[src/hw/rtl/tkx_pkg.sv]
// Shared types, opcodes and defaults for the table keystream XOR cipher.
package tkx_pkg;

  localparam int BYTE_W = 8;
  localparam int DEF_TABLE_SIZE = 256;

  typedef logic [1:0] opcode_t;
  typedef logic [BYTE_W-1:0] byte_t;

  localparam opcode_t OP_KEY_WR = 2'd0;
  localparam opcode_t OP_START  = 2'd1;
  localparam opcode_t OP_DATA   = 2'd2;
  localparam opcode_t OP_NOP    = 2'd3;

endpackage

[src/hw/rtl/tkx_ram.sv]
// Simple dual-port synchronous RAM with registered read, write-first on address match.
module tkx_ram #(
  parameter int DEPTH = tkx_pkg::DEF_TABLE_SIZE,
  parameter int AW    = $clog2(DEPTH)
) (
  input  logic             clk,
  input  logic             we,
  input  logic [AW-1:0]    waddr,
  input  tkx_pkg::byte_t   wdata,
  input  logic [AW-1:0]    raddr,
  output tkx_pkg::byte_t   rdata
);
  import tkx_pkg::*;

  byte_t mem [DEPTH];
  byte_t rdata_r;

  always_ff @(posedge clk) begin
    if (we) begin
      mem[waddr] <= wdata;
    end
    if (we && (waddr == raddr)) begin
      rdata_r <= wdata;
    end else begin
      rdata_r <= mem[raddr];
    end
  end

  assign rdata = rdata_r;

endmodule

[src/hw/rtl/tkx_addmod.sv]
// Index adder: (a mod TABLE_SIZE + b mod TABLE_SIZE) mod TABLE_SIZE for byte operands.
module tkx_addmod #(
  parameter int TABLE_SIZE = tkx_pkg::DEF_TABLE_SIZE,
  parameter int IW         = $clog2(TABLE_SIZE)
) (
  input  tkx_pkg::byte_t  a,
  input  tkx_pkg::byte_t  b,
  output logic [IW-1:0]   sum
);
  import tkx_pkg::*;

  localparam int LUT_N = 1 << BYTE_W;
  localparam logic [IW:0] TS_W = (IW+1)'(TABLE_SIZE);

  logic [IW-1:0] mod_lut [LUT_N];
  logic [IW-1:0] ra;
  logic [IW-1:0] rb;
  logic [IW:0]   s;

  for (genvar g = 0; g < LUT_N; g++) begin : g_lut
    assign mod_lut[g] = IW'(g % TABLE_SIZE);
  end

  assign ra  = mod_lut[a];
  assign rb  = mod_lut[b];
  assign s   = {1'b0, ra} + {1'b0, rb};
  assign sum = (s >= TS_W) ? IW'(s - TS_W) : s[IW-1:0];

endmodule

[src/hw/rtl/table_keystream_xor_cipher_unit.sv]
// Top level: table-loaded RC4-style keystream XOR cipher with key and work table RAMs.
//
//  channel | direction | ports                                           | handshake
//  in_     | request   | in_opcode, in_entry_index, in_entry_value,      | in_valid / in_stall
//          |           | in_data_in                                      |
//  out_    | result    | out_data_out                                    | out_valid / out_stall
//
// Data byte: requests run back to back; the work RAM's single read port serves
//   the three dependent reads (state[x], state[y], state[sel]) one per cycle.
// Start message: sweeps the key RAM into the work RAM.
// Key write and unused opcode return to idle. Reset clears control state and indices; tables are not cleared.
// A stalled output holds a finished byte in the last stage, and no new request is taken there.
module table_keystream_xor_cipher_unit #(
  parameter int TABLE_SIZE = tkx_pkg::DEF_TABLE_SIZE
) (
  input  logic             clk,
  input  logic             rst_n,
  input  logic             in_valid,
  output logic             in_stall,
  input  tkx_pkg::opcode_t in_opcode,
  input  tkx_pkg::byte_t   in_entry_index,
  input  tkx_pkg::byte_t   in_entry_value,
  input  tkx_pkg::byte_t   in_data_in,
  output logic             out_valid,
  input  logic             out_stall,
  output tkx_pkg::byte_t   out_data_out
);
  import tkx_pkg::*;

  localparam int IW = $clog2(TABLE_SIZE);
  localparam int CW = $clog2(TABLE_SIZE + 1);
  localparam logic [CW-1:0]     CNT_END = CW'(TABLE_SIZE);
  localparam logic [IW-1:0]     X_LAST  = IW'(TABLE_SIZE - 1);
  localparam logic [BYTE_W:0]   TS_CMP  = (BYTE_W+1)'(TABLE_SIZE);

  localparam logic [2:0] ST_IDLE = 3'd0;
  localparam logic [2:0] ST_COPY = 3'd1;
  localparam logic [2:0] ST_RDY  = 3'd2;
  localparam logic [2:0] ST_SWP  = 3'd3;
  localparam logic [2:0] ST_FIN  = 3'd4;

  logic [2:0]    state_r, state_nxt;
  logic [CW-1:0] cnt_r, cnt_nxt;
  logic [IW-1:0] x_r, x_nxt;
  logic [IW-1:0] y_r, y_nxt;
  logic [IW-1:0] sel_r, sel_nxt;
  byte_t         sx_r, sx_nxt;
  byte_t         din_r, din_nxt;
  logic          out_valid_r, out_valid_nxt;
  byte_t         out_data_r, out_data_nxt;

  logic          out_free;
  logic          in_acc;
  logic [IW-1:0] x_inc;
  logic [IW-1:0] y_sum;
  logic [IW-1:0] sel_sum;
  byte_t         keystream;

  logic          key_we;
  byte_t         key_rdata;
  logic          work_we;
  logic [IW-1:0] work_waddr;
  byte_t         work_wdata;
  logic [IW-1:0] work_raddr;
  byte_t         work_rdata;

  assign out_free = !out_valid_r || !out_stall;
  assign in_stall = !((state_r == ST_IDLE) || ((state_r == ST_FIN) && out_free));
  assign in_acc   = in_valid && !in_stall;
  assign x_inc    = (x_r == X_LAST) ? '0 : x_r + 1'b1;
  assign key_we   = in_acc && (in_opcode == OP_KEY_WR) &&
                    ({1'b0, in_entry_index} < TS_CMP);
  assign keystream = (sel_r == y_r) ? sx_r : work_rdata;

  tkx_addmod #(.TABLE_SIZE(TABLE_SIZE), .IW(IW)) u_ymix (
    .a   (BYTE_W'(y_r)),
    .b   (work_rdata),
    .sum (y_sum)
  );

  tkx_addmod #(.TABLE_SIZE(TABLE_SIZE), .IW(IW)) u_sel (
    .a   (sx_r),
    .b   (work_rdata),
    .sum (sel_sum)
  );

  tkx_ram #(.DEPTH(TABLE_SIZE), .AW(IW)) u_key_ram (
    .clk   (clk),
    .we    (key_we),
    .waddr (in_entry_index[IW-1:0]),
    .wdata (in_entry_value),
    .raddr (cnt_r[IW-1:0]),
    .rdata (key_rdata)
  );

  tkx_ram #(.DEPTH(TABLE_SIZE), .AW(IW)) u_work_ram (
    .clk   (clk),
    .we    (work_we),
    .waddr (work_waddr),
    .wdata (work_wdata),
    .raddr (work_raddr),
    .rdata (work_rdata)
  );

  always_comb begin
    state_nxt     = state_r;
    cnt_nxt       = cnt_r;
    x_nxt         = x_r;
    y_nxt         = y_r;
    sel_nxt       = sel_r;
    sx_nxt        = sx_r;
    din_nxt       = din_r;
    out_valid_nxt = out_valid_r && out_stall;
    out_data_nxt  = out_data_r;
    work_we       = 1'b0;
    work_waddr    = x_r;
    work_wdata    = work_rdata;
    work_raddr    = x_inc;

    unique case (state_r)
      ST_COPY: begin
        cnt_nxt    = cnt_r + 1'b1;
        work_we    = (cnt_r != '0);
        work_waddr = IW'(cnt_r - 1'b1);
        work_wdata = key_rdata;
        if (cnt_r == CNT_END) begin
          state_nxt = ST_IDLE;
        end
      end
      ST_RDY: begin
        sx_nxt     = work_rdata;
        y_nxt      = y_sum;
        work_raddr = y_sum;
        state_nxt  = ST_SWP;
      end
      ST_SWP: begin
        work_we    = 1'b1;
        work_waddr = x_r;
        work_wdata = work_rdata;
        sel_nxt    = sel_sum;
        work_raddr = sel_sum;
        state_nxt  = ST_FIN;
      end
      ST_FIN: begin
        work_we    = 1'b1;
        work_waddr = y_r;
        work_wdata = sx_r;
        work_raddr = sel_r;
        if (out_free) begin
          out_valid_nxt = 1'b1;
          out_data_nxt  = din_r ^ keystream;
          state_nxt     = ST_IDLE;
        end
      end
      default: begin
      end
    endcase

    if (in_acc) begin
      unique case (in_opcode) inside
        OP_START: begin
          state_nxt = ST_COPY;
          cnt_nxt   = '0;
          x_nxt     = '0;
          y_nxt     = '0;
        end
        OP_DATA: begin
          state_nxt  = ST_RDY;
          x_nxt      = x_inc;
          din_nxt    = in_data_in;
          work_raddr = x_inc;
        end
        OP_KEY_WR, OP_NOP: begin
          state_nxt = ST_IDLE;
        end
        default: begin
        end
      endcase
    end
  end

  always_ff @(posedge clk) begin
    if (!rst_n) begin
      state_r     <= ST_IDLE;
      cnt_r       <= '0;
      x_r         <= '0;
      y_r         <= '0;
      out_valid_r <= 1'b0;
    end else begin
      state_r     <= state_nxt;
      cnt_r       <= cnt_nxt;
      x_r         <= x_nxt;
      y_r         <= y_nxt;
      out_valid_r <= out_valid_nxt;
    end
  end

  always_ff @(posedge clk) begin
    sel_r      <= sel_nxt;
    sx_r       <= sx_nxt;
    din_r      <= din_nxt;
    out_data_r <= out_data_nxt;
  end

  assign out_valid    = out_valid_r;
  assign out_data_out = out_data_r;

  a_data_three_cycles: assert property (@(posedge clk) disable iff (!rst_n)
    (in_acc && (in_opcode == OP_DATA)) |-> ##3 (state_r == ST_FIN))
    else $error("data request did not reach final stage in three cycles");

  a_no_accept_when_blocked: assert property (@(posedge clk) disable iff (!rst_n)
    ((state_r == ST_FIN) && out_valid_r && out_stall) |-> in_stall)
    else $error("request taken while finished byte is blocked");

  a_key_write_outside_copy: assert property (@(posedge clk) disable iff (!rst_n)
    key_we |-> (state_r != ST_COPY))
    else $error("key table written during copy sweep");

  a_fin_loads_output: assert property (@(posedge clk) disable iff (!rst_n)
    ((state_r == ST_FIN) && out_free) |=> out_valid_r)
    else $error("final stage did not load output register");

endmodule

[config.mk]
export PLATFORM = sky130hd
export DESIGN_NAME = table_keystream_xor_cipher_unit
export DESIGN_NICKNAME = d
export VERILOG_FILES = /design/src/hw/rtl/tkx_pkg.sv /design/src/hw/rtl/tkx_ram.sv /design/src/hw/rtl/tkx_addmod.sv /design/src/hw/rtl/table_keystream_xor_cipher_unit.sv
export SDC_FILE = /design/constraint.sdc
export NUM_CORES = 2
export LEC_CHECK = 0
export BUFFER_PORTS_ARGS = -buffer_cell sky130_fd_sc_hd__buf_2
export CORE_MARGIN = 2
export CORE_UTILIZATION = 50
export CTS_CLUSTER_DIAMETER = 80
export DETAILED_ROUTE_END_ITERATION = 8
export PLACE_DENSITY = 0.65
export SETUP_SLACK_MARGIN = 0.02
export SLEW_MARGIN = 20
export SYNTH_ARGS = -nofsm -noshare
export SYNTH_HDL_FRONTEND = slang
export SYNTH_SLANG_ARGS = --single-unit
[constraint.sdc]
create_clock -name clk -period 28.6 [get_ports clk]
set_input_delay 2.86 -clock clk [delete_from_list [all_inputs] [get_ports clk]]
set_output_delay 2.86 -clock clk [all_outputs]
set_load 0.02 [all_outputs]
# Yosys cells after proc, flatten, opt, wreduce, memory -nomap -nowiden

Memory sizes are Yosys's and may differ from the RTL's. A register that Yosys moved wholly into a read port is not among the register bits.
Cells that the tools add are included.

Register bits: 61
Latch bits: 0
RAM bits: 4,096
Bits in read-only memories: 6,144
Bits of input ports: 30
Output and inout bits: 10
Logic and storage cells: 92
Memories: 5

Add/sub/neg operators: 7
Multiply operators: 0
Div/mod/pow operators: 0
Magnitude comparators: 5
Equal/unequal tests: 10
Shifts and indexed selects: 0
Muxes and demuxes: 34
Bitwise operators: 4
Reduce and logical (&&, ||, !) cells: 18

Memory list:

| name             | depth | bits a word | read ports | clocked after Yosys merged registers in | wr ports | RTL line         | source |
|---|---|---|---|---|---|---|---|
| (name not given) | 256   | 8           | 1          | 0                                       | 0        | tkx_addmod.sv:24 | `assign ra = mod_lut[a];` |
| (name not given) | 256   | 8           | 1          | 0                                       | 0        | tkx_addmod.sv:24 |  |
| (name not given) | 256   | 8           | 1          | 0                                       | 0        | tkx_addmod.sv:25 | `assign rb = mod_lut[b];` |
| u_key_ram.mem    | 256   | 8           | 1          | 1                                       | 1        | tkx_ram.sv:15    | `byte_t mem [DEPTH];` |
| u_work_ram.mem   | 256   | 8           | 1          | 1                                       | 1        | tkx_ram.sv:15    |  |

Operator list:

| cell                                                                   | number |
|---|---|
| 8-bit 2-to-1 mux                                                       | 15 |
| 8-bit one-hot mux with 2 select lines                                  | 3 |
| 9-bit >= comparator (second input constant)                            | 5 |
| 9-bit 2-to-1 mux                                                       | 3 |
| 8-bit NOT with 9-bit output                                            | 3 |
| 8-bit one-hot mux with 3 select lines                                  | 1 |
| 8-bit by 1-bit subtractor with 8-bit output (second input constant)    | 3 |
| 8-bit by 8-bit adder with 9-bit output                                 | 2 |
| 3-bit one-hot mux with 4 select lines                                  | 1 |
| 9-bit by 1-bit adder with 9-bit output (second input constant)         | 1 |
| 9-bit equality test (second input constant)                            | 1 |
| 3-bit 2-to-1 mux                                                       | 3 |
| 3-bit one-hot mux with 3 select lines                                  | 1 |
| 9-bit nonzero test                                                     | 1 |
| 8-bit by 1-bit adder with 8-bit output (second input constant)         | 1 |
| 8-bit equality test                                                    | 1 |
| 8-bit equality test (second input constant)                            | 1 |
| 8-bit XOR                                                              | 1 |
| 3-bit by 2-bit equality test with 1-bit output (second input constant) | 2 |
| 1-bit 2-to-1 mux                                                       | 6 |
| 2-bit AND reduction                                                    | 3 |
| 2-bit equality test (second input constant)                            | 2 |
| 1-bit logical AND                                                      | 4 |
| 2-bit OR reduction                                                     | 2 |
| other kinds (9)                                                        | 12 |

# Depth between registers and ports, before layout

Depth after elaboration: 10
Gate-level depth with buffers: 23
Gate-level depth less buffers: 18

# Hierarchy

Synthesis repeated with hierarchy kept, for this count alone.

Cell total of the unflattened synthesis: 7,930
Area, all modules: 163,359.2 um^2

By module, submodules not included:

| module                          | times used | cells each | area each (um^2) | seq. area each (um^2) |
|---|---|---|---|---|
| tkx_ram                         | 2          | 3,733      | 79,556.3         | 61,659.1 |
| table_keystream_xor_cipher_unit | 1          | 394        | 3,671.0          | 1,541.5 |
| tkx_addmod                      | 2          | 35         | 287.8            | 0.0 |

# Worst setup path after synthesis

No wires, ideal clock.

Kind: flip-flop to flip-flop
Start point: register (tool-made name)
End point: memory u_work_ram.mem[0][1] in the netlist's numbering (data pin)
Library setup time: 1,629 ps
Arrival: 9,516 ps
Data required time: 26,971 ps
Slack: 17,455 ps
Stages on the path, launching flop included: 13
Buffers on the path: 5
Period minus slack after synthesis: 11,145 ps
Cells stage by stage: dfxtp_1 -> buf_2 -> buf_2 -> nor2b_1 -> clkbuf_1 -> clkbuf_1 -> clkbuf_1 -> a22oi_1 -> nand2_1 -> a211oi_1 -> o221ai_2 -> inv_1 -> o221ai_1

RTL lines:

| item          | RTL line |
|---|---|
| end, declared | tkx_ram.sv:15 |

==> flow_summary_export.csv <==
group,metric,value,unit
power_and_ir_drop,clkPwrFrac,40.9,%
timing,hold_viol_final,0,
logic_synthesis,ys_ff_latch,4173,
clock_network,numCtsBuffers,409,
floorplan,dieArea,0.328,mm2
clock_network,worstSkewPairLatency,0.95,ns
clock_network,cts.sinks,4173,
logic_synthesis,synth_nets,7397,
placement,dpl_cell_area,0.167,mm2
final_layout,fin_nets,7547,
clock_network,clockBufferDepth,4,
timing,timing.fmax,0.118,GHz
timing,fin_setup_tns,0,ns
floorplan,start_util,50.3,%
grt,grt_usage,23.6,%
drt,drtIter0Drc,8859,
floorplan,coreArea,0.321,mm2
power_and_ir_drop,leakagePower,54.4,nW
logic_synthesis,synth.avg_cell_area,22.0,um2
timing,period_minus_slack,8.49,ns
logic_synthesis,ys_seq_area_share,77.3,%
setup_path,worstPathRequired,29.15,ns
timing,finClkSkew,0.0856,ns
grt,antenna_found_initial,7,
drt,vias,77083,
placement,portBuffers,39,
logic_synthesis,synth_edf_count,4128,
floorplan,row_count,208,
timing,slew_violations,0,
setup_path,cp.arrival,9.04,ns
power_and_ir_drop,vdd_ir_drop_max,0.0561,mV
worst_hold_path,hold_path_startpoint,"cnt_r[1]",
clock_network,htree_levels,5,
clock_network,hold_buffers,0,
final_layout,syn_to_final_growth,11.5,%
power_and_ir_drop,p_sw,2.88,mW
power_and_ir_drop,p_int,10.4,mW
floorplan,ios,40,
floorplan,die_h,572,um
final_layout,drive_gt1_share,24.9,%
status,status,"complete, no violations",
drt,ant_nets,0,
grt,grt_overflow_total,0,
timing,worst_pin_slew,1.23,ns
clock_network,ctsRootBufferMaster,"clkbuf_16",
logic_synthesis,synth_cell_types,70,
placement,dp_hpwl,226000,um
logic_synthesis,async_flop_share,0,%
drt,wirelength,387000,um
timing,setup_viol,0,
timing,max_slew_margin,17.8,%
power_and_ir_drop,pwr-share-seq,52.4,%
logic_synthesis,ys_warn_count,0,
clock_network,cts_tree,"done",
drt,drc,0,
timing,post-route-period-util,29.7,%
clock_network,cts_resized,0,
final_layout,finalInstanceArea,0.180,mm2
setup_path,cp_max_fo,100,
clock_network,post_cts_buffers,0,
timing,rsz0062_at_grt,"no",
grt,grt_pass1_wl,558000,um
run,maxCapViolations,0,
power_and_ir_drop,p_per_area,73.6,mW/mm2
floorplan,die_w,572,um
power_and_ir_drop,swShare,21.8,%
power_and_ir_drop,power_frac_comb,6.7,%
drt,via_per_inst,6.34,
placement,gp_congestion,0.857,
logic_synthesis,syn_inst,7344,
logic_synthesis,ys.flop_type,"edfxtp_1",
setup_path,startpoint_type,"flop",
worst_hold_path,holdCritPathClass,"flop to flop",
grt,grt_start_max_net_pins,257,
grt,grt_pass1_vias,77241,
logic_synthesis,synth_area,0.162,mm2
drt,dr.pass1.iters,6,
setup_path,cp-end-kind,"flop",
clock_network,path_clk_slew,0.06,ns
setup_path,worstSetupPathType,"flop to flop",
drt,routedWlPerCell,31.8,um
[flip-flops by register name, indices dropped and copies added (netlist names), named ones only]
| register | cells |
|---|---|
| cnt_r | 9 |
| din_r | 8 |
| out_data_out | 8 |
| out_valid | 1 |
| sel_r | 8 |
| state_r | 3 |
| sx_r | 8 |
| u_key_ram.mem | 2048 |
| u_work_ram.mem | 2048 |
| x_r | 8 |
| y_r | 8 |
[cell type report]
cell class	count	area, um2
clock buffers	494	10800
fillers	23316	141000
clock inverters	261	2700
flip-flops and latches	4173	125000
multi-input cells	2717	34800
repair buffers	174	1520
well taps	4305	5390
inverters	19	71.3
diodes	6	15.0
[routing by layer]
layer / GRT usage (%) / wire length [um]
met5: 0 / 0
met4: 7.92 / 13800
met3: 3.53 / 29200
met2: 38.6 / 192000
met1: 32.8 / 151000
[layout by cell type, fill, tap and decap left out, drive strengths merged, types with 11 or more instances in the layout]
cell type / count
ha: 21
nand2: 159
mux4: 1106
mux2i: 117
a22o: 81
nor3: 29
edfxtp: 4128
o211ai: 14
buf: 166
dfxtp: 45
a221oi: 80
o21ai: 27
nand2b: 11
o22ai: 31
inv: 29
o221ai: 24
clkinv: 186
a31oi: 12
xnor2: 27
a211oi: 15
nor2b: 35
nand3: 33
bufinv: 52
a22oi: 164
xor2: 18
clkinvlp: 13
clkbuf: 502
nor2: 575
a21oi: 38
[synth_stat cells (all sizes together) (3+ instances only)]
master,count,area (um2)
nand2,159,597
o211ai,14,105
a221o,7,70.1
a22oi,164,1230
ha,21,263
a2111oi,5,43.8
edfxtp,4128,124000
dfxtp,45,901
o22ai,31,194
o221ai,24,254
a211oi,15,113
buf,183,1090
a22o,81,709
nor4,6,37.5
nor3,29,145
o22a,7,61.3
a21oi,38,190
mux2i,117,1170
nand2b,11,68.8
xor2,18,158
a21o,6,45.0
clkbuf,252,946
mux4,1106,24900
o21bai,3,22.5
nor2b,35,219
o31ai,4,30.0
and2,8,50.1
a221oi,80,701
nand4b,3,26.3
a31oi,12,75.1
nand3b,5,37.5
or3,4,25.0
o21ai,27,135
and3,4,25.0
nand3,33,170
nor2,575,2160
nor3b,3,22.5
xnor2,27,236
nand4,8,50.1
inv,18,67.6
[final timing paths]
| check | endpoint | cells past startpoint | slack [ns] |
|---|---|---|---|
| worst max-delay path | u_work_ram.mem[2][2] | 14 | 20.11 |
| worst min-delay path | flop | 0 | 0.44 |
| worst max register to register | u_work_ram.mem[2][2] | 14 | 20.11 |
| worst min register to register | flop | 0 | 0.44 |
[power groups by stage]
stage / logic (mW) / registers, mW / clock network (mW)
after floorplan: 0.541 / 7.14 / 0
after global placement: 0.864 / 7.08 / 0
after detailed placement: 0.892 / 7.08 / 0
after CTS: 0.893 / 6.95 / 5.49
after global routing: 0.945 / 6.95 / 5.72
final: 0.885 / 6.95 / 5.42
[critical path: stages (launching register included)]
cell,delay [ns]
dfxtp_4,0.75
buf_4,0.67
buf_12,0.50
buf_12,0.55
buf_4,0.68
buf_4,0.53
mux4_2,0.30
mux2i_1,0.07
a22oi_1,0.37
nand2_1,0.18
o21ai_0,0.71
a221oi_1,0.10
a31oi_1,0.43
a221o_4,0.75
buf_4,0.88
[stage by stage]
step           hold WS, ns  util [%]  setup slack (ns)  cells  power, mW
2_1_floorplan        0.329         -             17.45   7344       7.68
3_3_place_gp         0.434      51.8             20.12  11387       7.94
3_5_place_dp         0.444      51.9             19.91  11387       7.97
4_1_cts              0.439      56.0             19.88  12142       13.3
5_1_grt              0.453      56.1             19.32  12146       13.6
6_report             0.438      56.1             20.11  12149       13.3
[logic make-up after synthesis]
group,count (synthesis),synth area share (%)
buffers and inverters,454,1.30
AND/OR/NAND/NOR,894,2.31
flip-flops,4173,77.3
AO/OA/AOI/OAI,530,2.53
adder cells (fa/ha/maj),23,0.187
multiplexers,1225,16.2
XOR/XNOR,45,0.244
No activity file was read; power rests on OpenSTA's default activity.
